`src/design/mafr_pkg.sv`:
```
// Shared types, codes and constants of the mutex arbiter with a waiter queue.
`default_nettype none

package mafr_pkg;

    // Default sizes handed to the top level.
    localparam int DEF_QUEUE_DEPTH = 16;
    localparam int DEF_REQUESTERS  = 16;

    // LFSR that drives the random waiter choice (Galois, x^16+x^14+x^13+x^11+1).
    localparam int              LFSR_W     = 16;
    localparam logic [LFSR_W-1:0] LFSR_TAPS  = 16'hB400;
    localparam logic [LFSR_W-1:0] SEED_RESET = 16'h0001;

    // Configuration port geometry and register indexes (paddr bit 2).
    localparam int   APB_AW     = 3;
    localparam int   APB_DW     = 32;
    localparam logic REG_POLICY = 1'b0;
    localparam logic REG_SEED   = 1'b1;

    // Request kinds carried in the input tuser bit.
    localparam logic KIND_LOCK   = 1'b0;
    localparam logic KIND_UNLOCK = 1'b1;

    // Result status codes.
    typedef enum logic [2:0] {
        ST_ACQUIRED  = 3'd0,
        ST_QUEUED    = 3'd1,
        ST_RELEASED  = 3'd2,
        ST_NOT_OWNER = 3'd3,
        ST_FULL      = 3'd4
    } t_status;

    // Commands from the controller to the datapath.
    typedef struct packed {
        logic    capture;
        logic    set_res;
        t_status res_status;
        logic    acquire;
        logic    enqueue;
        logic    release_lock;
        logic    idx_clear;
        logic    div_start;
        logic    div_step;
        logic    pick_div;
        logic    take;
        logic    rd_next;
        logic    sh_write;
        logic    pop_head;
        logic    pop_tail;
        logic    load_out;
    } t_cmd;

    // Status from the datapath to the controller.
    typedef struct packed {
        logic unlock;
        logic held;
        logic owner_match;
        logic count_zero;
        logic queue_full;
        logic policy_random;
        logic div_done;
        logic pick_zero;
        logic shift_first;
        logic shift_more;
        logic out_free;
    } t_stat;

endpackage

`default_nettype wire

```
`src/design/mafr_ram.sv`:
```
// Generic single-write, single-read RAM with a registered read port.
`default_nettype none

module mafr_ram #(
    parameter int WIDTH = 4,
    parameter int DEPTH = 16,
    localparam int AW = (DEPTH > 1) ? $clog2(DEPTH) : 1
) (
    input  wire logic             i_clk,
    input  wire logic             i_we,
    input  wire logic [AW-1:0]    i_waddr,
    input  wire logic [WIDTH-1:0] i_wdata,
    input  wire logic [AW-1:0]    i_raddr,
    output logic      [WIDTH-1:0] o_rdata
);

    logic [WIDTH-1:0] r_mem [DEPTH];
    logic [WIDTH-1:0] r_rdata;

    // Write port and registered read port.
    always_ff @(posedge i_clk) begin
        if (i_we) begin
            r_mem[i_waddr] <= i_wdata;
        end
        r_rdata <= r_mem[i_raddr];
    end

    assign o_rdata = r_rdata;

endmodule

`default_nettype wire

```
`src/design/mafr_ctrl.sv`:
```
// Controller state machine of the mutex arbiter: sequences one request at a time.
`default_nettype none

module mafr_ctrl (
    input  wire logic           i_clk,
    input  wire logic           i_rst_n,
    input  wire logic           i_s_tvalid,
    output logic                o_s_tready,
    input  wire mafr_pkg::t_stat i_stat,
    output mafr_pkg::t_cmd      o_cmd
);

    typedef enum logic [3:0] {
        S_IDLE,
        S_DECIDE,
        S_DIV,
        S_RD_PICK,
        S_TAKE,
        S_SH_RD,
        S_SH_WR,
        S_DONE
    } t_state;

    t_state r_state;
    t_state n_state;
    logic   r_ready;
    logic   n_ready;

    // Next state and datapath commands.
    always_comb begin
        n_state = r_state;
        o_cmd   = '0;
        o_cmd.res_status = mafr_pkg::ST_ACQUIRED;
        case (r_state)
            S_IDLE: begin
                // Only a transaction that is actually accepted is captured.
                if (i_s_tvalid && r_ready) begin
                    o_cmd.capture = 1'b1;
                    n_state       = S_DECIDE;
                end
            end
            S_DECIDE: begin
                o_cmd.set_res = 1'b1;
                n_state       = S_DONE;
                if (!i_stat.unlock) begin
                    if (!i_stat.held) begin
                        o_cmd.acquire    = 1'b1;
                        o_cmd.res_status = mafr_pkg::ST_ACQUIRED;
                    end else if (!i_stat.queue_full) begin
                        o_cmd.enqueue    = 1'b1;
                        o_cmd.res_status = mafr_pkg::ST_QUEUED;
                    end else begin
                        o_cmd.res_status = mafr_pkg::ST_FULL;
                    end
                end else if (!i_stat.held || !i_stat.owner_match) begin
                    o_cmd.res_status = mafr_pkg::ST_NOT_OWNER;
                end else begin
                    o_cmd.res_status = mafr_pkg::ST_RELEASED;
                    if (i_stat.count_zero) begin
                        o_cmd.release_lock = 1'b1;
                    end else if (i_stat.policy_random) begin
                        o_cmd.div_start = 1'b1;
                        n_state         = S_DIV;
                    end else begin
                        o_cmd.idx_clear = 1'b1;
                        n_state         = S_RD_PICK;
                    end
                end
            end
            S_DIV: begin
                if (i_stat.div_done) begin
                    o_cmd.pick_div = 1'b1;
                    n_state        = S_RD_PICK;
                end else begin
                    o_cmd.div_step = 1'b1;
                end
            end
            S_RD_PICK: begin
                n_state = S_TAKE;
            end
            S_TAKE: begin
                o_cmd.take = 1'b1;
                if (i_stat.pick_zero) begin
                    o_cmd.pop_head = 1'b1;
                    n_state        = S_DONE;
                end else if (i_stat.shift_first) begin
                    n_state = S_SH_RD;
                end else begin
                    o_cmd.pop_tail = 1'b1;
                    n_state        = S_DONE;
                end
            end
            S_SH_RD: begin
                o_cmd.rd_next = 1'b1;
                n_state       = S_SH_WR;
            end
            S_SH_WR: begin
                o_cmd.sh_write = 1'b1;
                if (i_stat.shift_more) begin
                    n_state = S_SH_RD;
                end else begin
                    o_cmd.pop_tail = 1'b1;
                    n_state        = S_DONE;
                end
            end
            S_DONE: begin
                if (i_stat.out_free) begin
                    o_cmd.load_out = 1'b1;
                    n_state        = S_IDLE;
                end
            end
            default: begin
                n_state = S_IDLE;
            end
        endcase
        n_ready = (n_state == S_IDLE);
    end

    // State register and registered ready.
    always_ff @(posedge i_clk) begin
        if (!i_rst_n) begin
            r_state <= S_IDLE;
            r_ready <= 1'b0;
        end else begin
            r_state <= n_state;
            r_ready <= n_ready;
        end
    end

    assign o_s_tready = r_ready && (r_state == S_IDLE);

endmodule

`default_nettype wire

```
`src/design/mafr_dpath.sv`:
```
// Datapath of the mutex arbiter: ownership, waiter queue, LFSR, divider, result.
`default_nettype none

module mafr_dpath #(
    parameter int QUEUE_DEPTH = mafr_pkg::DEF_QUEUE_DEPTH,
    parameter int REQUESTERS  = mafr_pkg::DEF_REQUESTERS,
    localparam int ID_W  = $clog2(REQUESTERS),
    localparam int CNT_W = $clog2(QUEUE_DEPTH + 1)
) (
    input  wire logic                          i_clk,
    input  wire logic                          i_rst_n,
    input  wire mafr_pkg::t_cmd                i_cmd,
    output mafr_pkg::t_stat                    o_stat,
    input  wire logic                          i_req_kind,
    input  wire logic [ID_W-1:0]               i_req_id,
    input  wire logic                          i_policy,
    input  wire logic                          i_seed_load,
    input  wire logic [mafr_pkg::LFSR_W-1:0]   i_seed,
    input  wire logic                          i_m_tready,
    output logic                               o_valid,
    output logic [2:0]                         o_status,
    output logic                               o_granted,
    output logic [ID_W-1:0]                    o_grant_id,
    output logic                               o_owner_valid,
    output logic [CNT_W-1:0]                   o_count
);

    localparam int IDX_W  = $clog2(QUEUE_DEPTH);
    localparam int DCNT_W = $clog2(mafr_pkg::LFSR_W + 1);
    localparam logic [IDX_W:0]   DEPTH_P = (IDX_W + 1)'(QUEUE_DEPTH);
    localparam logic [IDX_W-1:0] LAST_P  = IDX_W'(QUEUE_DEPTH - 1);

    // Control state.
    logic                        r_held;
    logic [ID_W-1:0]             r_owner;
    logic [IDX_W-1:0]            r_head;
    logic [CNT_W-1:0]            r_count;
    logic [mafr_pkg::LFSR_W-1:0] r_lfsr;
    logic                        r_out_valid;

    // Payload registers.
    logic                        r_kind;
    logic [ID_W-1:0]             r_req_id;
    logic [IDX_W-1:0]            r_idx;
    logic [CNT_W-1:0]            r_rem;
    logic [mafr_pkg::LFSR_W-1:0] r_dvd;
    logic [DCNT_W-1:0]           r_dcnt;
    mafr_pkg::t_status           r_res_status;
    logic                        r_res_granted;
    logic [ID_W-1:0]             r_res_gid;
    logic [2:0]                  r_o_status;
    logic                        r_o_granted;
    logic [ID_W-1:0]             r_o_gid;
    logic                        r_o_held;
    logic [CNT_W-1:0]            r_o_count;

    // Queue memory signals.
    logic             w_we;
    logic [IDX_W-1:0] w_waddr;
    logic [ID_W-1:0]  w_wdata;
    logic [IDX_W-1:0] w_raddr;
    logic [ID_W-1:0]  w_rdata;
    logic [IDX_W-1:0] w_idx_p1;
    logic [IDX_W-1:0] w_head_next;

    // Divider step signals.
    logic [CNT_W:0]   w_trial;
    logic [CNT_W:0]   w_diff;
    logic [CNT_W-1:0] w_rem_next;

    // Logical queue position to memory address, wrapping at the queue depth.
    function automatic logic [IDX_W-1:0] f_phys(input logic [IDX_W-1:0] base,
                                                input logic [IDX_W-1:0] off);
        logic [IDX_W:0] sum;
        sum = {1'b0, base} + {1'b0, off};
        if (sum >= DEPTH_P) begin
            sum = sum - DEPTH_P;
        end
        return sum[IDX_W-1:0];
    endfunction

    // One Galois LFSR step.
    function automatic logic [mafr_pkg::LFSR_W-1:0] f_lfsr_next(
        input logic [mafr_pkg::LFSR_W-1:0] cur);
        logic [mafr_pkg::LFSR_W-1:0] nxt;
        nxt = {1'b0, cur[mafr_pkg::LFSR_W-1:1]};
        if (cur[0]) begin
            nxt = nxt ^ mafr_pkg::LFSR_TAPS;
        end
        return nxt;
    endfunction

    assign w_idx_p1    = r_idx + IDX_W'(1);
    assign w_head_next = (r_head == LAST_P) ? '0 : r_head + IDX_W'(1);

    // Memory ports: append at the tail, or move one entry down during a shift.
    assign w_we    = i_cmd.enqueue || i_cmd.sh_write;
    assign w_waddr = i_cmd.enqueue ? f_phys(r_head, r_count[IDX_W-1:0])
                                   : f_phys(r_head, r_idx);
    assign w_wdata = i_cmd.enqueue ? r_req_id : w_rdata;
    assign w_raddr = f_phys(r_head, i_cmd.rd_next ? w_idx_p1 : r_idx);

    mafr_ram #(
        .WIDTH (ID_W),
        .DEPTH (QUEUE_DEPTH)
    ) u_queue (
        .i_clk   (i_clk),
        .i_we    (w_we),
        .i_waddr (w_waddr),
        .i_wdata (w_wdata),
        .i_raddr (w_raddr),
        .o_rdata (w_rdata)
    );

    // Restoring remainder step: one dividend bit per cycle.
    assign w_trial    = {r_rem, r_dvd[mafr_pkg::LFSR_W-1]};
    assign w_diff     = w_trial - {1'b0, r_count};
    assign w_rem_next = (w_trial >= {1'b0, r_count}) ? w_diff[CNT_W-1:0]
                                                     : w_trial[CNT_W-1:0];

    // Status toward the controller.
    always_comb begin
        o_stat.unlock        = (r_kind == mafr_pkg::KIND_UNLOCK);
        o_stat.held          = r_held;
        o_stat.owner_match   = (r_owner == r_req_id);
        o_stat.count_zero    = (r_count == '0);
        o_stat.queue_full    = (r_count == CNT_W'(QUEUE_DEPTH));
        o_stat.policy_random = i_policy;
        o_stat.div_done      = (r_dcnt == DCNT_W'(mafr_pkg::LFSR_W));
        o_stat.pick_zero     = (r_idx == '0);
        o_stat.shift_first   = ((CNT_W + 1)'(r_idx) + (CNT_W + 1)'(1))
                               < (CNT_W + 1)'(r_count);
        o_stat.shift_more    = ((CNT_W + 1)'(r_idx) + (CNT_W + 1)'(2))
                               < (CNT_W + 1)'(r_count);
        o_stat.out_free      = !r_out_valid || i_m_tready;
    end

    // Control state updates.
    always_ff @(posedge i_clk) begin
        if (!i_rst_n) begin
            r_held      <= 1'b0;
            r_owner     <= '0;
            r_head      <= '0;
            r_count     <= '0;
            r_lfsr      <= mafr_pkg::SEED_RESET;
            r_out_valid <= 1'b0;
        end else begin
            if (i_cmd.acquire) begin
                r_held  <= 1'b1;
                r_owner <= r_req_id;
            end
            if (i_cmd.release_lock) begin
                r_held  <= 1'b0;
                r_owner <= '0;
            end
            if (i_cmd.take) begin
                r_owner <= w_rdata;
            end
            if (i_cmd.enqueue) begin
                r_count <= r_count + CNT_W'(1);
            end
            if (i_cmd.pop_head) begin
                r_head  <= w_head_next;
                r_count <= r_count - CNT_W'(1);
            end
            if (i_cmd.pop_tail) begin
                r_count <= r_count - CNT_W'(1);
            end
            // A seed write loads the LFSR; a zero seed would lock it up.
            if (i_seed_load) begin
                r_lfsr <= (i_seed == '0) ? mafr_pkg::SEED_RESET : i_seed;
            end else if (i_cmd.div_start) begin
                r_lfsr <= f_lfsr_next(r_lfsr);
            end
            if (i_cmd.load_out) begin
                r_out_valid <= 1'b1;
            end else if (i_m_tready) begin
                r_out_valid <= 1'b0;
            end
        end
    end

    // Request, divider, index and result payload.
    always_ff @(posedge i_clk) begin
        if (i_cmd.capture) begin
            r_kind        <= i_req_kind;
            r_req_id      <= i_req_id;
            r_res_granted <= 1'b0;
            r_res_gid     <= '0;
        end
        if (i_cmd.set_res) begin
            r_res_status <= i_cmd.res_status;
        end
        if (i_cmd.acquire) begin
            r_res_granted <= 1'b1;
            r_res_gid     <= r_req_id;
        end
        if (i_cmd.take) begin
            r_res_granted <= 1'b1;
            r_res_gid     <= w_rdata;
        end
        if (i_cmd.div_start) begin
            r_dvd  <= f_lfsr_next(r_lfsr);
            r_rem  <= '0;
            r_dcnt <= '0;
        end
        if (i_cmd.div_step) begin
            r_dvd  <= {r_dvd[mafr_pkg::LFSR_W-2:0], 1'b0};
            r_rem  <= w_rem_next;
            r_dcnt <= r_dcnt + DCNT_W'(1);
        end
        if (i_cmd.idx_clear) begin
            r_idx <= '0;
        end
        if (i_cmd.pick_div) begin
            r_idx <= r_rem[IDX_W-1:0];
        end
        if (i_cmd.sh_write) begin
            r_idx <= w_idx_p1;
        end
        if (i_cmd.load_out) begin
            r_o_status  <= r_res_status;
            r_o_granted <= r_res_granted;
            r_o_gid     <= r_res_gid;
            r_o_held    <= r_held;
            r_o_count   <= r_count;
        end
    end

    assign o_valid       = r_out_valid;
    assign o_status      = r_o_status;
    assign o_granted     = r_o_granted;
    assign o_grant_id    = r_o_gid;
    assign o_owner_valid = r_o_held;
    assign o_count       = r_o_count;

`ifndef ASSERT_OFF
    a_count_bound: assert property (@(posedge i_clk) disable iff (!i_rst_n)
        r_count <= CNT_W'(QUEUE_DEPTH))
        else $error("Waiter count exceeds the queue depth.");

    a_free_empty: assert property (@(posedge i_clk) disable iff (!i_rst_n)
        !r_held |-> (r_count == '0))
        else $error("Waiters are queued on a free mutex.");

    a_lfsr_live: assert property (@(posedge i_clk) disable iff (!i_rst_n)
        r_lfsr != '0)
        else $error("LFSR reached the all-zero lockup state.");

    a_pick_range: assert property (@(posedge i_clk) disable iff (!i_rst_n)
        i_cmd.pick_div |-> ((r_count != '0) && (r_rem < r_count)))
        else $error("Random pick lies outside the waiter queue.");

    a_no_overwrite: assert property (@(posedge i_clk) disable iff (!i_rst_n)
        i_cmd.load_out |-> (!r_out_valid || i_m_tready))
        else $error("A pending result was overwritten.");
`endif

endmodule

`default_nettype wire

```
`src/design/mutex_arbiter_fifo_random.sv`:
```
// Top level of the mutex arbiter with a FIFO or random waiter queue.
//
// Each input transaction is a lock or unlock request (tuser: kind, 0 lock, 1 unlock;
// tdata: requester id) and yields exactly one result transaction. Requests are
// handled one at a time by a controller that steps a queue memory with a registered
// read port; a new request is taken once the previous one has been placed in the
// output register. An unlock with waiters hands the mutex to the oldest one under
// the FIFO policy. Under the random policy the pick index is the advanced LFSR
// modulo the waiter count, worked out by a one-bit-per-cycle remainder unit, and
// every waiter behind the picked one is moved down by one memory read and one
// write. Registers: policy at byte address 0, seed at 4 (a seed write also
// reloads the LFSR, zero loads one). No clearing pass runs after reset.
`default_nettype none

module mutex_arbiter_fifo_random #(
    parameter int QUEUE_DEPTH = mafr_pkg::DEF_QUEUE_DEPTH,
    parameter int REQUESTERS  = mafr_pkg::DEF_REQUESTERS,
    localparam int ID_W  = $clog2(REQUESTERS),
    localparam int CNT_W = $clog2(QUEUE_DEPTH + 1),
    localparam int IN_W  = ((ID_W + 7) / 8) * 8,
    localparam int OUT_W = ((ID_W + CNT_W + 2 + 7) / 8) * 8
) (
    input  wire logic                        i_clk,
    input  wire logic                        i_rst_n,
    // Request stream.
    input  wire logic                        i_s_tvalid,
    output logic                             o_s_tready,
    input  wire logic [IN_W-1:0]             i_s_tdata,  // requester
    input  wire logic                        i_s_tuser,  // kind
    // Result stream.
    output logic                             o_m_tvalid,
    input  wire logic                        i_m_tready,
    output logic [OUT_W-1:0]                 o_m_tdata,  // granted, grant_id,
                                                         // owner_valid, waiting_count
    output logic [2:0]                       o_m_tuser,  // status
    // Configuration port.
    input  wire logic                        i_psel,
    input  wire logic                        i_penable,
    input  wire logic                        i_pwrite,
    input  wire logic [mafr_pkg::APB_AW-1:0] i_paddr,
    input  wire logic [mafr_pkg::APB_DW-1:0] i_pwdata,
    output logic      [mafr_pkg::APB_DW-1:0] o_prdata,
    output logic                             o_pready
);

    logic                        r_policy;
    logic [mafr_pkg::LFSR_W-1:0] r_seed;
    logic                        w_cfg_wr;
    logic                        w_seed_load;
    mafr_pkg::t_cmd              w_cmd;
    mafr_pkg::t_stat             w_stat;
    logic [2:0]                  w_status;
    logic                        w_granted;
    logic [ID_W-1:0]             w_grant_id;
    logic                        w_owner_valid;
    logic [CNT_W-1:0]            w_count;

    // Configuration registers; the byte offset bits of paddr are ignored.
    assign o_pready    = 1'b1;
    assign w_cfg_wr    = i_psel && i_penable && i_pwrite && o_pready;
    assign w_seed_load = w_cfg_wr && (i_paddr[2] == mafr_pkg::REG_SEED);

    always_ff @(posedge i_clk) begin
        if (!i_rst_n) begin
            r_policy <= 1'b0;
            r_seed   <= mafr_pkg::SEED_RESET;
        end else if (w_cfg_wr) begin
            if (i_paddr[2] == mafr_pkg::REG_POLICY) begin
                r_policy <= i_pwdata[0];
            end else begin
                r_seed <= i_pwdata[mafr_pkg::LFSR_W-1:0];
            end
        end
    end

    // Register read-back.
    assign o_prdata = (i_paddr[2] == mafr_pkg::REG_SEED) ? mafr_pkg::APB_DW'(r_seed)
                                                         : mafr_pkg::APB_DW'(r_policy);

    mafr_ctrl u_ctrl (
        .i_clk      (i_clk),
        .i_rst_n    (i_rst_n),
        .i_s_tvalid (i_s_tvalid),
        .o_s_tready (o_s_tready),
        .i_stat     (w_stat),
        .o_cmd      (w_cmd)
    );

    mafr_dpath #(
        .QUEUE_DEPTH (QUEUE_DEPTH),
        .REQUESTERS  (REQUESTERS)
    ) u_dpath (
        .i_clk         (i_clk),
        .i_rst_n       (i_rst_n),
        .i_cmd         (w_cmd),
        .o_stat        (w_stat),
        .i_req_kind    (i_s_tuser),
        .i_req_id      (i_s_tdata[ID_W-1:0]),
        .i_policy      (r_policy),
        .i_seed_load   (w_seed_load),
        .i_seed        (i_pwdata[mafr_pkg::LFSR_W-1:0]),
        .i_m_tready    (i_m_tready),
        .o_valid       (o_m_tvalid),
        .o_status      (w_status),
        .o_granted     (w_granted),
        .o_grant_id    (w_grant_id),
        .o_owner_valid (w_owner_valid),
        .o_count       (w_count)
    );

    // Result packing, first field in the lowest bits.
    assign o_m_tdata = OUT_W'({w_count, w_owner_valid, w_grant_id, w_granted});
    assign o_m_tuser = w_status;

endmodule

`default_nettype wire

```
`config.mk`:
```
export PLATFORM = sky130hd
export DESIGN_NAME = mutex_arbiter_fifo_random
export DESIGN_NICKNAME = d
export VERILOG_FILES = /design/src/design/mafr_pkg.sv /design/src/design/mafr_ram.sv /design/src/design/mafr_ctrl.sv /design/src/design/mafr_dpath.sv /design/src/design/mutex_arbiter_fifo_random.sv
export SDC_FILE = /design/constraint.sdc
export NUM_CORES = 1
export LEC_CHECK = 0
export ABC_AREA = 1
export BUFFER_PORTS_ARGS = -buffer_cell sky130_fd_sc_hd__buf_2
export CORE_MARGIN = 2
export CORE_UTILIZATION = 54
export CTS_CLUSTER_SIZE = 8
export DETAILED_ROUTE_END_ITERATION = 12
export PLACE_DENSITY = 0.79
export SLEW_MARGIN = 20
export SYNTH_ARGS = -nofsm -noshare
export SYNTH_HDL_FRONTEND = slang
export SYNTH_SLANG_ARGS = --single-unit
```
`constraint.sdc`:
```
create_clock -name i_clk -period 4.3 [get_ports i_clk]
set_clock_uncertainty 0.1 [all_clocks]
set_input_delay 0.645 -clock i_clk [delete_from_list [all_inputs] [get_ports i_clk]]
set_output_delay 0.645 -clock i_clk [all_outputs]
set_load 0.05 [all_outputs]
```
* Yosys cells after proc, flatten, opt, wreduce, memory -nomap -nowiden *
Memory sizes are Yosys's and may differ from the RTL's. A register that Yosys moved wholly into a read port is not among the register bits.
Index checks and enable logic that the tools add are counted.

storage, ports and cells
  RAM bits = 64
  memories kept = 1
  bits in registers = 110
  input port bits = 51

operators by class
  reductions and logical operators = 27
  $add $sub $neg = 14
  bitwise gates (word level) = 3
  $lt $le $gt $ge = 6
  mux-type cells = 76
  equality and inequality tests = 11

memories
  memory                 depth  bits a word  read ports  clocked after memory_dff  wr ports  line            text
  u_dpath.u_queue.r_mem  16     4            1           1                         1         mafr_ram.sv:17  logic [WIDTH-1:0] r_mem [DEPTH];

operator list
  kind                 count
  $mux 16              7
  $mux 4               21
  $mux 5               7
  $pmux 4 s8           1
  $mux 1               26
  $mux 3               6
  $eq 4x3->1 const B   4
  $logic_not 16->1     1
  $add 4x4->5          3
  $ge 5x5->1 const B   3
  $logic_not 4->1      3
  $lt 6x5->1           2
  $mux 2               6
  $reduce_bool 3->1    4
  $sub 4x1->4 const B  3
  $add 5x1->5 const B  2
  $eq 5x5->1 const B   2
  $mux 9               1
  $add 4x1->4 const B  2
  $eq 4x2->1 const B   2
  $ge 6x5->1           1
  $reduce_bool 2->1    3
  $add 4x1->5 const B  1
  $add 4x2->5 const B  1
  14 further kinds     25

* Depth between registers and ports, before layout *
Gate-level depths: netlist of the first run.

  word-level depth = 9
  mapped depth = 17

* By module *
A second synthesis of the first run with hierarchy kept.

second synthesis, totals
  cell total of the unflattened synthesis = 1079
  area, all modules = 9265.1 um2

by module, submodules not included
  module                     cells an instance  area each (um2)  times used
  mafr_dpath                 537                4763.3           1
  mafr_ram                   290                2966.6           1
  mutex_arbiter_fifo_random  172                1056.0           1
  mafr_ctrl                  80                 479.2            1

* Worst setup path after synthesis of the first run *
OpenSTA, ideal clock, no wires.

  path kind = reg-to-reg
  start = register u_dpath.r_count[1]
  end = memory u_dpath.u_queue.r_mem[10][0] (enable)
  arrival time = 2.597 ns
  stages on the path, launching flop included = 17
  clock period less this slack = 3.026 ns
  path slack = 1.274 ns
  setup time = 0.329 ns
  path buffers = 2
  required time = 3.871 ns
  cells stage by stage = dfxtp_1 > inv_1 > ha_1 > nand3_1 > nand3_4 > buf_6 > buf_2 > nand2_1 > o21ai_1 > ha_1 > a21oi_1 > nand2_1 > xor2_1 > o211ai_2 > nand2_2 > nand2_2 > nor2_1

on the way
  cells in the longest elaborated chain, start to end = 8

ends and longest elaborated chain
  what                                                                 line               text
  from (decl)                                                          mafr_dpath.sv:37   logic [CNT_W-1:0] r_count;
  from (signal assigned)                                               mafr_dpath.sv:160  r_count <= r_count + CNT_W'(1);
  from (signal assigned)                                               mafr_dpath.sv:164  r_count <= r_count - CNT_W'(1);
  from (signal assigned)                                               mafr_dpath.sv:167  r_count <= r_count - CNT_W'(1);
  parallel branches: the longest is 8 deep, another holds $add 4x4->5  --
  to (decl)                                                            mafr_ram.sv:17

Parallel ways; which one is timed is not known.

* Final worst setup path of the first run *
  start = register u_dpath.r_count[0]
  end = memory u_dpath.u_queue.r_mem[12][0] (enable)

Same word-level chain as after synthesis.

==> flow_results.xml, run 1 <==
<?xml version="1.0" encoding="UTF-8"?>
<metrics>
  <group name="run_status">
    <metric name="run_status" unit="">finished, final reports clean</metric>
  </group>
  <group name="sta">
    <metric name="grt_setup_unrepaired" unit="">false</metric>
    <metric name="final_max_slew_viol_count" unit="">0</metric>
    <metric name="final.setup.tns" unit="ns">0</metric>
    <metric name="setup_ws" unit="ns">0.786</metric>
    <metric name="hold_violations" unit="">0</metric>
    <metric name="final_min_period_over_clock_period" unit="%">81.7</metric>
    <metric name="max_freq" unit="MHz">285</metric>
    <metric name="setup_viol" unit="">0</metric>
    <metric name="max_slew_margin" unit="%">25.1</metric>
    <metric name="post-route-min-period" unit="ns">3.51</metric>
    <metric name="worstMarginPinSlew" unit="ns">1.12</metric>
  </group>
  <group name="power_and_ir_drop">
    <metric name="power.total" unit="mW">3.61</metric>
    <metric name="static-leakage-power" unit="nW">4.23</metric>
    <metric name="pwr_density_cell" unit="mW/mm^2">370</metric>
    <metric name="power.ir.vdd_worst" unit="mV">0.289</metric>
  </group>
  <group name="clock_tree">
    <metric name="numClockSinks" unit="">178</metric>
    <metric name="numCtsBuffers" unit="">17</metric>
    <metric name="cell_at_the_root_of_the_clock_tree" unit="">sky130_fd_sc_hd__clkbuf_16</metric>
    <metric name="clkTransAtPathRegs" unit="ns">0.07</metric>
    <metric name="worstSkewPairLatency" unit="ns">0.44</metric>
    <metric name="holdBufCountCts" unit="">0</metric>
    <metric name="h-tree-depth" unit="">4</metric>
    <metric name="total_of_cells_resized_after_clock_tree_synthesis" unit="">0</metric>
    <metric name="postCtsSetupRepairBufs" unit="">0</metric>
    <metric name="clk_path_buf_depth" unit="">2</metric>
    <metric name="clock_tree_from_tritoncts" unit="">yes</metric>
  </group>
  <group name="grt">
    <metric name="grt_pass1_vias" unit="">6079</metric>
    <metric name="grt_overflow_total" unit="">0</metric>
    <metric name="grt_antenna_before_repair" unit="">0</metric>
    <metric name="grt_start_max_net_pins" unit="">33</metric>
    <metric name="grt_use_total" unit="%">21.6</metric>
    <metric name="grt_first_pass_wirelength" unit="mm">29.4</metric>
  </group>
  <group name="yosys">
    <metric name="part_of_the_yosys_area_used_for_sequential_elements" unit="%">54.1</metric>
    <metric name="synth_seq_cells" unit="">178</metric>
    <metric name="synth_enable_flop_cells" unit="">119</metric>
    <metric name="yosys_warnings" unit="">0</metric>
    <metric name="synth-async-reset-ratio" unit="%">0</metric>
    <metric name="postSynthCellCount" unit="">976</metric>
    <metric name="synth_area" unit="sq mm">0.00879</metric>
    <metric name="avgSynthCellArea" unit="sq um">9.01</metric>
    <metric name="ys_types" unit="">44</metric>
    <metric name="postSynth.topFlopCell" unit="">sky130_fd_sc_hd__edfxtp_1</metric>
  </group>
  <group name="final_layout">
    <metric name="final_core_utilization" unit="%">61.4</metric>
    <metric name="final_layout_size_suffix_gt1_share" unit="%">13.4</metric>
    <metric name="final_cell_mix" unit="">181 x sky130_fd_sc_hd__nand2_1, 134 x sky130_fd_sc_hd__nor2_1, 119 x sky130_fd_sc_hd__edfxtp_1</metric>
    <metric name="antenna_cells" unit="">0</metric>
    <metric name="final_net_count" unit="">1110</metric>
    <metric name="final_common_cell" unit="">sky130_fd_sc_hd__nand2_1</metric>
    <metric name="final-instance-count-excl-fill" unit="">1257</metric>
    <metric name="layout-area-overhead-vs-synth" unit="%">10.9</metric>
  </group>
  <group name="floorplan">
    <metric name="fp.dieW" unit="microns">132</metric>
    <metric name="dieArea" unit="sq mm">0.0173</metric>
    <metric name="placementRows" unit="">46</metric>
    <metric name="chipHeight" unit="microns">132</metric>
    <metric name="start_util" unit="%">55.4</metric>
    <metric name="floorplan.core_area" unit="sq mm">0.0159</metric>
    <metric name="boundaryPins" unit="">105</metric>
  </group>
  <group name="setup_path">
    <metric name="worstPathRequired" unit="ns">4.30</metric>
    <metric name="path_cells" unit="">inv_1 -&gt; ha_1 -&gt; nand3_1 -&gt; nand3_4 -&gt; o21ai_1 -&gt; ha_1 -&gt; inv_1 -&gt; fa_1 -&gt; nand3_1 -&gt; nor2_1</metric>
    <metric name="worst_setup_path_start_kind" unit="">register</metric>
    <metric name="crit_path_end_kind" unit="">register</metric>
    <metric name="critPathKind" unit="">register to register</metric>
    <metric name="crit_fanout" unit="">22</metric>
    <metric name="worstPathArrival" unit="ns">3.51</metric>
    <metric name="worst_path_largest_cell_delay" unit="ns">0.54</metric>
    <metric name="crit_slowest_cell" unit="">sky130_fd_sc_hd__dfxtp_1</metric>
  </group>
  <group name="flow_run">
    <metric name="drv.max_cap_violation_count" unit="">0</metric>
  </group>
  <group name="place">
    <metric name="gp_routability_congestion" unit="">0.926</metric>
    <metric name="dp_worst_setup_slack" unit="ns">0.846</metric>
    <metric name="io_buffer_count" unit="">60</metric>
    <metric name="dp.cells" unit="">1225</metric>
    <metric name="dp.final_hpwl" unit="mm">12.6</metric>
  </group>
  <group name="route">
    <metric name="drt_drc_violations_left" unit="">0</metric>
    <metric name="routed_via_density" unit="">5.21</metric>
    <metric name="drt-total-wl" unit="mm">18.1</metric>
    <metric name="detail_routed_net_length_per_standard_cell" unit="microns">14.4</metric>
    <metric name="drt_first_pass_iters" unit="">5</metric>
    <metric name="vias" unit="">6548</metric>
    <metric name="drt_iter0_markers" unit="">746</metric>
    <metric name="drtAntennaViolNets" unit="">0</metric>
  </group>
  <group name="min_path">
    <metric name="timing.hold.worst.class" unit="">input pin to register</metric>
  </group>
</metrics>
==> kinds of logic after synthesis <==
group | count (synthesis) | synth area share [%]
AOI/OAI and AO/OA | 178 | 10.8
adders and majority gates | 31 | 4.67
buffers and inverters | 175 | 9.01
muxes | 4 | 0.512
DFF | 178 | 54.1
and+or+nand+nor | 390 | 19.0
xor gates and xnor gates | 18 | 1.79
other | 2 | 0.0854
==> state kept, by name, summed over array words and instances (netlist names), 3 cells and up <==
name / flops
u_dpath.u_queue.r_mem: 64
r_seed: 16
u_dpath.r_dvd: 16
u_dpath.r_lfsr: 16
u_dpath.o_count: 5
u_dpath.r_count: 5
u_dpath.r_dcnt: 5
u_dpath.r_rem: 5
u_ctrl.r_state: 4
u_dpath.o_grant_id: 4
u_dpath.r_head: 4
u_dpath.r_idx: 4
u_dpath.r_owner: 4
u_dpath.r_req_id: 4
u_dpath.r_res_gid: 4
u_dpath.u_queue.o_rdata: 4
u_dpath.o_status: 3
u_dpath.r_res_status: 3
==> cells in the mapped netlist (8+ instances only) <==
library cell	number	area share, %
sky130_fd_sc_hd__xor2_1	14	1.4
sky130_fd_sc_hd__inv_1	108	4.6
sky130_fd_sc_hd__nor2_1	134	5.7
sky130_fd_sc_hd__o21ai_1	24	1.4
sky130_fd_sc_hd__nand2_1	181	7.7
sky130_fd_sc_hd__nand3_1	41	2.3
sky130_fd_sc_hd__o21bai_1	10	0.85
sky130_fd_sc_hd__clkbuf_1	14	0.60
sky130_fd_sc_hd__nand2_2	8	0.57
sky130_fd_sc_hd__o21ai_0	89	5.1
sky130_fd_sc_hd__buf_2	11	0.63
sky130_fd_sc_hd__edfxtp_1	119	41
sky130_fd_sc_hd__dfxtp_1	59	13
sky130_fd_sc_hd__buf_4	24	2.0
sky130_fd_sc_hd__a21oi_1	42	2.4
sky130_fd_sc_hd__inv_2	10	0.43
sky130_fd_sc_hd__ha_1	28	4.0
==> layer usage <==
layer / global-route usage, % / vias to the layer above / share of wire (%) / wire (microns)
li1: - / 3268 / - / -
met1: 28.0 / 2985 / 43 / 7840
met2: 35.4 / 263 / 48 / 8650
met3: 5.36 / 32 / 7.2 / 1310
met4: 7.79 / 0 / 1.8 / 321
met5: 0 / - / 0 / 0
==> critical path: cells and delay by family (launching register included) <==
family	cells	cell delay, ns
and+or+nand+nor	4	1.04
adders and majority gates	3	1.00
DFF	1	0.54
AOI/OAI and AO/OA	1	0.26
buffers and inverters	2	0.23
==> layout make-up <==
cell class,instances,area [sq um]
Multi-Input combinational cell,644,3330
Clock inverter,12,100
Tap cell,216,270
Inverter,120,452
Fill cell,1314,6130
Sequential cell,178,4750
Timing Repair Buffer,67,353
Clock buffer,20,500
==> path summary, 6_finish.rpt <==
kind                                                endpoint            startpoint  cells after the start  slack [ns]
worst min-delay path                     u_dpath.r_req_id[0]          i_s_tdata[0]                      1        0.29
worst max register to register  u_dpath.u_queue.r_mem[12][0]    u_dpath.r_count[0]                     10        0.79
worst max-delay path            u_dpath.u_queue.r_mem[12][0]    u_dpath.r_count[0]                     10        0.79
worst min register to register         u_dpath.o_grant_id[3]  u_dpath.r_res_gid[3]                      0        0.32
==> stage by stage <==
| step | hold WS (ns) | instance area (sq um) |
|---|---|---|
| after floorplan | 0.300 | 8870 |
| after CTS | 0.269 | 9760 |
| final | 0.285 | 9760 |
| after global placement | 0.303 | 9160 |
| after global routing | 0.267 | 9760 |
| after detailed placement | 0.305 | 9160 |
==> where the power goes <==
group / leakage [nW] / switching, mW / total (mW) / internal, mW
clock network: 0.303 / 0.697 / 1.56 / 0.863
registers: 1.54 / 0.0174 / 1.85 / 1.84
logic: 2.39 / 0.146 / 0.196 / 0.0499
total: 4.23 / 0.860 / 3.61 / 2.75
Power figures use the tool's default switching activity.
==> inputs of run 2 (changes only) <==
Settings changed: CORE_UTILIZATION 54 to 53, PLACE_DENSITY 0.79 to 0.81.
Clock period 4.3 ns to 3.2 ns, I/O delays scaled along.
==> run 2 against run 1 <==
Hold slack worse by 0.16 ns; final area up 0.90%; cell count up 1.0%; global-route usage down 1.1 points; maximum frequency up 19%.
==> flow_results.xml, run 2 (synthesis gave the netlist of run 1 again) <==
<?xml version="1.0" encoding="UTF-8"?>
<metrics>
  <group name="final_layout">
    <metric name="fillCellCount" unit="">1323</metric>
    <metric name="layout-area-overhead-vs-synth" unit="%">11.9</metric>
    <metric name="largest_register_ff_count" unit="">64</metric>
    <metric name="final_common_cell" unit="">sky130_fd_sc_hd__nand2_1</metric>
    <metric name="multiInputGateArea" unit="sq mm">0.00333</metric>
    <metric name="final_cell_mix" unit="">181 x sky130_fd_sc_hd__nand2_1, 134 x sky130_fd_sc_hd__nor2_1, 119 x sky130_fd_sc_hd__edfxtp_1</metric>
    <metric name="antenna_cells" unit="">0</metric>
    <metric name="final_layout_size_suffix_gt1_share" unit="%">14.0</metric>
    <metric name="regMostFlops" unit="">u_dpath.u_queue.r_mem</metric>
    <metric name="final_net_count" unit="">1119</metric>
    <metric name="area_used_by_sequential_logic_in_the_layout" unit="sq mm">0.00475</metric>
    <metric name="final_core_utilization" unit="%">60.0</metric>
  </group>
  <group name="clock_tree">
    <metric name="clk_path_buf_depth" unit="">2</metric>
    <metric name="worstSkewPairLatency" unit="ns">0.43</metric>
    <metric name="numCtsBuffers" unit="">17</metric>
    <metric name="cell_at_the_root_of_the_clock_tree" unit="">sky130_fd_sc_hd__clkbuf_16</metric>
    <metric name="clock_tree_from_tritoncts" unit="">yes</metric>
    <metric name="postCtsSetupRepairBufs" unit="">0</metric>
    <metric name="h-tree-depth" unit="">4</metric>
    <metric name="clkTransAtPathRegs" unit="ns">0.07</metric>
    <metric name="numClockSinks" unit="">178</metric>
  </group>
  <group name="power_and_ir_drop">
    <metric name="switchingPower" unit="mW">1.05</metric>
    <metric name="static-leakage-power" unit="nW">4.28</metric>
    <metric name="power.share.clock" unit="%">42.8</metric>
    <metric name="power.ir.vdd_worst" unit="mV">0.383</metric>
    <metric name="share_seq_of_total_power" unit="%">51.7</metric>
    <metric name="power.combinational.fraction" unit="%">5.5</metric>
    <metric name="cellInternalPower" unit="mW">3.76</metric>
    <metric name="pwr_density_cell" unit="mW/mm^2">489</metric>
    <metric name="p_sw_share" unit="%">21.9</metric>
  </group>
  <group name="sta">
    <metric name="final.setup.tns" unit="ns">0</metric>
    <metric name="worstMarginPinSlew" unit="ns">0.702</metric>
    <metric name="setup_viol" unit="">0</metric>
    <metric name="max_slew_margin" unit="%">53.2</metric>
    <metric name="grt_setup_unrepaired" unit="">false</metric>
    <metric name="final_max_slew_viol_count" unit="">0</metric>
    <metric name="post-route-min-period" unit="ns">2.94</metric>
    <metric name="max_freq" unit="MHz">340</metric>
    <metric name="final_min_period_over_clock_period" unit="%">92.0</metric>
    <metric name="hold_violations" unit="">0</metric>
  </group>
  <group name="setup_path">
    <metric name="worst-r2r-setup-slack" unit="ns">0.26</metric>
    <metric name="path_cells" unit="">nor2_2 -&gt; nand3_1 -&gt; nand3_4 -&gt; o21ai_1 -&gt; ha_1 -&gt; inv_1 -&gt; fa_1 -&gt; xor2_1 -&gt; nand3_2 -&gt; nor2_1</metric>
    <metric name="crit_slowest_cell" unit="">sky130_fd_sc_hd__dfxtp_1</metric>
    <metric name="cp-endpoint" unit="">u_dpath.u_queue.r_mem[2][1]</metric>
    <metric name="critPathKind" unit="">register to register</metric>
    <metric name="family_with_the_most_delay_on_the_worst_path" unit="">simple AND/OR/NAND/NOR gates</metric>
    <metric name="crit_fanout" unit="">11</metric>
    <metric name="path_depth" unit="">10</metric>
    <metric name="worst_setup_path_start_kind" unit="">register</metric>
    <metric name="critical_path.reg2reg.startpoint" unit="">u_dpath.r_count[3]</metric>
    <metric name="worstPathRequired" unit="ns">3.19</metric>
    <metric name="r2r_cells" unit="">10</metric>
    <metric name="worst_path_largest_cell_delay" unit="ns">0.50</metric>
    <metric name="crit_path_end_kind" unit="">register</metric>
    <metric name="worstPathArrival" unit="ns">2.93</metric>
    <metric name="setup.worst_path.start" unit="">u_dpath.r_count[3]</metric>
    <metric name="critPathBufInv" unit="">1</metric>
    <metric name="worst_r2r_endpoint" unit="">u_dpath.u_queue.r_mem[2][1]</metric>
  </group>
  <group name="route">
    <metric name="drt_iter0_markers" unit="">644</metric>
    <metric name="vias" unit="">6553</metric>
    <metric name="drtAntennaViolNets" unit="">0</metric>
    <metric name="drt-total-wl" unit="mm">17.8</metric>
    <metric name="drt_drc_violations_left" unit="">0</metric>
    <metric name="routed_via_density" unit="">5.16</metric>
    <metric name="drt_first_pass_iters" unit="">5</metric>
    <metric name="detail_routed_net_length_per_standard_cell" unit="microns">14.0</metric>
  </group>
  <group name="grt">
    <metric name="grt_use_total" unit="%">20.5</metric>
    <metric name="grt_overflow_total" unit="">0</metric>
    <metric name="grt_first_pass_wirelength" unit="mm">28.4</metric>
    <metric name="grt_start_max_net_pins" unit="">38</metric>
    <metric name="grt_antenna_before_repair" unit="">0</metric>
    <metric name="grt_pass1_vias" unit="">5970</metric>
  </group>
  <group name="flow_run">
    <metric name="drv.max_cap_violation_count" unit="">0</metric>
  </group>
  <group name="floorplan">
    <metric name="placementRows" unit="">47</metric>
    <metric name="start_util" unit="%">53.6</metric>
    <metric name="fp.dieW" unit="microns">133</metric>
    <metric name="boundaryPins" unit="">105</metric>
    <metric name="floorplan.core_area" unit="sq mm">0.0164</metric>
    <metric name="chipHeight" unit="microns">133</metric>
    <metric name="dieArea" unit="sq mm">0.0176</metric>
  </group>
  <group name="place">
    <metric name="io_buffer_count" unit="">60</metric>
    <metric name="dp.final_hpwl" unit="mm">12.6</metric>
    <metric name="gp_routability_congestion" unit="">0.857</metric>
  </group>
  <group name="run_status">
    <metric name="run_status" unit="">finished, final reports clean</metric>
  </group>
  <group name="min_path">
    <metric name="timing.hold.worst.class" unit="">input pin to register</metric>
  </group>
</metrics>
run 2: worst reg2reg max path: stages, from the launching register on:
cell and delay, ns:
sky130_fd_sc_hd__dfxtp_1 0.50, sky130_fd_sc_hd__nor2_2 0.10, sky130_fd_sc_hd__nand3_1 0.15, sky130_fd_sc_hd__nand3_4 0.16, sky130_fd_sc_hd__o21ai_1 0.17, sky130_fd_sc_hd__ha_1 0.18, sky130_fd_sc_hd__inv_1 0.05, sky130_fd_sc_hd__fa_1 0.37
sky130_fd_sc_hd__xor2_1 0.31, sky130_fd_sc_hd__nand3_2 0.18, sky130_fd_sc_hd__nor2_1 0.34
run 2: per-layer routing:
layer / track usage, % / wire length, microns / up-vias
met5: 0 / 0 / -
met4: 8.42 / 408 / 0
met3: 4.21 / 1170 / 32
met2: 33.7 / 8280 / 227
met1: 26.7 / 7920 / 3008
li1: - / - / 3286
run 2: how the worst min path moves through the flow:
| stage | startpoint | to | depth (start not counted) |
|---|---|---|---|
| final | i_s_tdata[3] | u_dpath.r_req_id[3] | 1 |
| after global routing | i_s_tdata[3] | u_dpath.r_req_id[3] | 1 |
| after CTS | i_s_tdata[3] | u_dpath.r_req_id[3] | 1 |
| after detailed placement | u_dpath.r_res_gid[0] | u_dpath.o_grant_id[0] | 0 |
| after global placement | u_dpath.r_res_gid[3] | u_dpath.o_grant_id[3] | 0 |
| after floorplan | u_dpath.r_res_gid[0] | u_dpath.o_grant_id[0] | 0 |
run 2: metrics by stage:
step	setup slack (ns)	total power, mW	instance area, sq um	instances	hold WS, ns
floorplan	0.174	2.76	8870	997	0.300
CTS	0.242	4.84	9840	1270	0.120
global placement	0.325	2.80	9240	1238	0.300
global route	0.0363	4.95	9840	1270	0.117
detailed placement	0.264	2.80	9240	1238	0.305
finish	0.256	4.82	9840	1270	0.130
run 2: final cells by class:
cell class,instances,area share (%)
flip-flops and latches,178,48.3
multi-input cells,644,33.9
well taps,220,2.80
clock buffers,26,5.39
repair buffers,76,4.40
clock inverters,6,0.661
inverters,120,4.59
run 2: power by group through the flow:
stage,Combinational [mW],Sequential (mW),Clock (mW)
2_1_floorplan,0.225,2.53,0
3_3_place_gp,0.260,2.54,0
3_5_place_dp,0.264,2.54,0
4_1_cts,0.266,2.49,2.08
5_1_grt,0.293,2.49,2.17
6_report,0.266,2.49,2.06
run 2: repair_timing:
action	CTS	global route
gates resized for setup	0	1
endpoints found under the setup margin	0	1
hold buffers	0	0
hold endpoints to repair	0	0
==> inputs of run 3 (changes only) <==
==> constraint.sdc (replaced) <==
create_clock -name i_clk -period 3.2 [get_ports i_clk]
set_clock_uncertainty 0.1 [all_clocks]
set_input_delay 0.16 -clock i_clk [delete_from_list [all_inputs] [get_ports i_clk]]
set_output_delay 0.16 -clock i_clk [all_outputs]
set_load 0.05 [all_outputs]
==> run 3 against run 2 <==
Critical path depth increased by 4; count of clock-buffer cells in the layout down 9; flip-flop and latch count is the same; first-iteration DRC count shrank 8.1%; register-to-register slack worse by 0.099 ns; non-clock buffer count grew 25; maximum frequency decreased by 3.2%.
==> flow_results.xml, run 3 (synthesis gave the netlist of run 1 again) <==
<?xml version="1.0" encoding="UTF-8"?>
<metrics>
  <group name="route">
    <metric name="drtAntennaViolNets" unit="">0</metric>
    <metric name="vias" unit="">6839</metric>
    <metric name="drt_iter0_markers" unit="">592</metric>
    <metric name="detail_routed_net_length_per_standard_cell" unit="microns">14.9</metric>
    <metric name="routed_via_density" unit="">5.28</metric>
    <metric name="drt-total-wl" unit="mm">19.3</metric>
    <metric name="drt_drc_violations_left" unit="">0</metric>
    <metric name="drt_first_pass_iters" unit="">6</metric>
  </group>
  <group name="clock_tree">
    <metric name="clkTransAtPathRegs" unit="ns">0.07</metric>
    <metric name="clk_path_buf_depth" unit="">2</metric>
    <metric name="postCtsSetupRepairBufs" unit="">0</metric>
    <metric name="cell_at_the_root_of_the_clock_tree" unit="">sky130_fd_sc_hd__clkbuf_16</metric>
    <metric name="clock_tree_from_tritoncts" unit="">yes</metric>
    <metric name="worstSkewPairLatency" unit="ns">0.43</metric>
    <metric name="h-tree-depth" unit="">4</metric>
    <metric name="numClockSinks" unit="">178</metric>
    <metric name="numCtsBuffers" unit="">17</metric>
  </group>
  <group name="final_layout">
    <metric name="area_used_by_sequential_logic_in_the_layout" unit="sq mm">0.00475</metric>
    <metric name="final_layout_size_suffix_gt1_share" unit="%">14.1</metric>
    <metric name="final_core_utilization" unit="%">61.7</metric>
    <metric name="final_common_cell" unit="">sky130_fd_sc_hd__nand2_1</metric>
    <metric name="regMostFlops" unit="">u_dpath.u_queue.r_mem</metric>
    <metric name="layout-area-overhead-vs-synth" unit="%">15.2</metric>
    <metric name="antenna_cells" unit="">0</metric>
    <metric name="final_cell_mix" unit="">181 x sky130_fd_sc_hd__nand2_1, 134 x sky130_fd_sc_hd__nor2_1, 119 x sky130_fd_sc_hd__edfxtp_1</metric>
    <metric name="fillCellCount" unit="">1268</metric>
    <metric name="final_net_count" unit="">1144</metric>
    <metric name="multiInputGateArea" unit="sq mm">0.00333</metric>
    <metric name="largest_register_ff_count" unit="">64</metric>
  </group>
  <group name="min_path">
    <metric name="timing.hold.worst.class" unit="">input pin to register</metric>
  </group>
  <group name="floorplan">
    <metric name="start_util" unit="%">53.6</metric>
    <metric name="floorplan.core_area" unit="sq mm">0.0164</metric>
    <metric name="chipHeight" unit="microns">133</metric>
    <metric name="boundaryPins" unit="">105</metric>
    <metric name="fp.dieW" unit="microns">133</metric>
    <metric name="placementRows" unit="">47</metric>
    <metric name="dieArea" unit="sq mm">0.0176</metric>
  </group>
  <group name="place">
    <metric name="gp_routability_congestion" unit="">0.853</metric>
    <metric name="dp_worst_setup_slack" unit="ns">0.217</metric>
    <metric name="dp.final_hpwl" unit="mm">13.0</metric>
    <metric name="io_buffer_count" unit="">60</metric>
  </group>
  <group name="flow_run">
    <metric name="drv.max_cap_violation_count" unit="">0</metric>
  </group>
  <group name="grt">
    <metric name="grt_use_total" unit="%">22.2</metric>
    <metric name="globalRoute.busiestLayer" unit="">met2</metric>
    <metric name="global_route.usage.met1" unit="%">27.8</metric>
    <metric name="grt_first_pass_wirelength" unit="mm">30.8</metric>
    <metric name="grt_pass1_vias" unit="">6410</metric>
    <metric name="global_route.usage.met2" unit="%">37.7</metric>
    <metric name="grt_overflow_total" unit="">0</metric>
    <metric name="use_met3" unit="%">4.75</metric>
    <metric name="grt_start_max_net_pins" unit="">38</metric>
    <metric name="grt_antenna_before_repair" unit="">0</metric>
  </group>
  <group name="sta">
    <metric name="worstMarginPinSlew" unit="ns">0.706</metric>
    <metric name="max_freq" unit="MHz">329</metric>
    <metric name="setup_ws" unit="ns">0.158</metric>
    <metric name="grt_setup_unrepaired" unit="">true</metric>
    <metric name="fin_worst_hold_slack" unit="ns">0.0160</metric>
    <metric name="final_min_period_over_clock_period" unit="%">95.1</metric>
    <metric name="post-route-min-period" unit="ns">3.04</metric>
    <metric name="max_slew_margin" unit="%">52.9</metric>
    <metric name="final_max_slew_viol_count" unit="">0</metric>
    <metric name="hold_violations" unit="">0</metric>
    <metric name="setup_viol" unit="">0</metric>
    <metric name="final.setup.tns" unit="ns">0</metric>
  </group>
  <group name="power_and_ir_drop">
    <metric name="pwr_density_cell" unit="mW/mm^2">492</metric>
    <metric name="power.ir.vdd_worst" unit="mV">0.384</metric>
    <metric name="static-leakage-power" unit="nW">4.39</metric>
    <metric name="power.total" unit="mW">4.98</metric>
  </group>
  <group name="run_status">
    <metric name="run_status" unit="">finished, final reports clean</metric>
  </group>
  <group name="setup_path">
    <metric name="critPathKind" unit="">register to register</metric>
    <metric name="worstPathArrival" unit="ns">3.03</metric>
    <metric name="worst_setup_path_start_kind" unit="">register</metric>
    <metric name="worstPathRequired" unit="ns">3.19</metric>
    <metric name="crit_path_end_kind" unit="">register</metric>
    <metric name="crit_fanout" unit="">11</metric>
  </group>
</metrics>
==> run 3: changes by cell type in the layout (fill, tap and decap cells not counted), moves of 2 or more <==
cell,change
sky130_fd_sc_hd__buf_4,+3
sky130_fd_sc_hd__bufinv_16,+3
sky130_fd_sc_hd__clkbuf_1,-3
sky130_fd_sc_hd__clkbuf_8,-5
sky130_fd_sc_hd__clkinv_4,+2
sky130_fd_sc_hd__clkinvlp_4,+2
sky130_fd_sc_hd__dlygate4sd3_1,+21
sky130_fd_sc_hd__inv_4,-2
sky130_fd_sc_hd__inv_6,+3
==> run 3: cell type report <==
cell class,instances,share of cell area [%]
flip-flops and latches,178,46.9
multi-input cells,644,32.9
repair buffers,101,6.77
inverters,120,4.46
clock buffers,17,4.20
well taps,220,2.72
clock inverters,15,2.03
==> run 3: repair_timing <==
| action | in CTS | in global routing |
|---|---|---|
| endpoints found under the hold margin | 22 | 0 |
| gates resized for setup | 0 | 0 |
| hold buffers | 21 | 0 |
| endpoints found under the setup margin | 0 | 8 |
==> run 3: critical path: stages (launching register included) <==
cell and delay, ns:
sky130_fd_sc_hd__dfxtp_1 0.33, sky130_fd_sc_hd__inv_1 0.06, sky130_fd_sc_hd__ha_1 0.22, sky130_fd_sc_hd__nand3_1 0.15, sky130_fd_sc_hd__nand3_4 0.16, sky130_fd_sc_hd__nand2_1 0.09
sky130_fd_sc_hd__o21ai_1 0.06, sky130_fd_sc_hd__ha_1 0.32, sky130_fd_sc_hd__a21oi_1 0.15, sky130_fd_sc_hd__nand2_1 0.08, sky130_fd_sc_hd__xor2_1 0.23, sky130_fd_sc_hd__o211ai_2 0.19
sky130_fd_sc_hd__nand2_2 0.13, sky130_fd_sc_hd__nand2_2 0.09, sky130_fd_sc_hd__nor2_1 0.33
==> run 3: final timing paths <==
| check | startpoint | to | slack [ns] | cells past startpoint |
|---|---|---|---|---|
| max reg2reg | u_dpath.r_count[0] | u_dpath.u_queue.r_mem[13][2] | 0.16 | 14 |
| min reg2reg | u_dpath.r_res_gid[1] | u_dpath.o_grant_id[1] | 0.32 | 0 |
| min | i_pwdata[12] | r_seed[12] | 0.02 | 3 |
| max | u_dpath.r_count[0] | u_dpath.u_queue.r_mem[13][2] | 0.16 | 14 |
==> run 3: per-stage QoR <==
step | instances | cell area (sq um)
2_1_floorplan | 997 | 8870
3_3_place_gp | 1242 | 9280
3_5_place_dp | 1242 | 9280
4_1_cts | 1295 | 10100
5_1_grt | 1295 | 10100
6_report | 1295 | 10100
==> run 3: metal layers <==
layer	wire [microns]	share of wire (%)	vias up
met1	8050	42	3175
li1	-	-	3340
met2	9390	49	284
met4	432	2.2	0
met3	1470	7.6	40
met5	0	0	-
==> run 3: report_power, final <==
part | internal [mW] | switching [mW] | leakage [nW] | total, mW
combinational | 0.0872 | 0.205 | 2.56 | 0.292
clock | 1.31 | 0.889 | 0.298 | 2.20
sequential | 2.47 | 0.0216 | 1.54 | 2.49
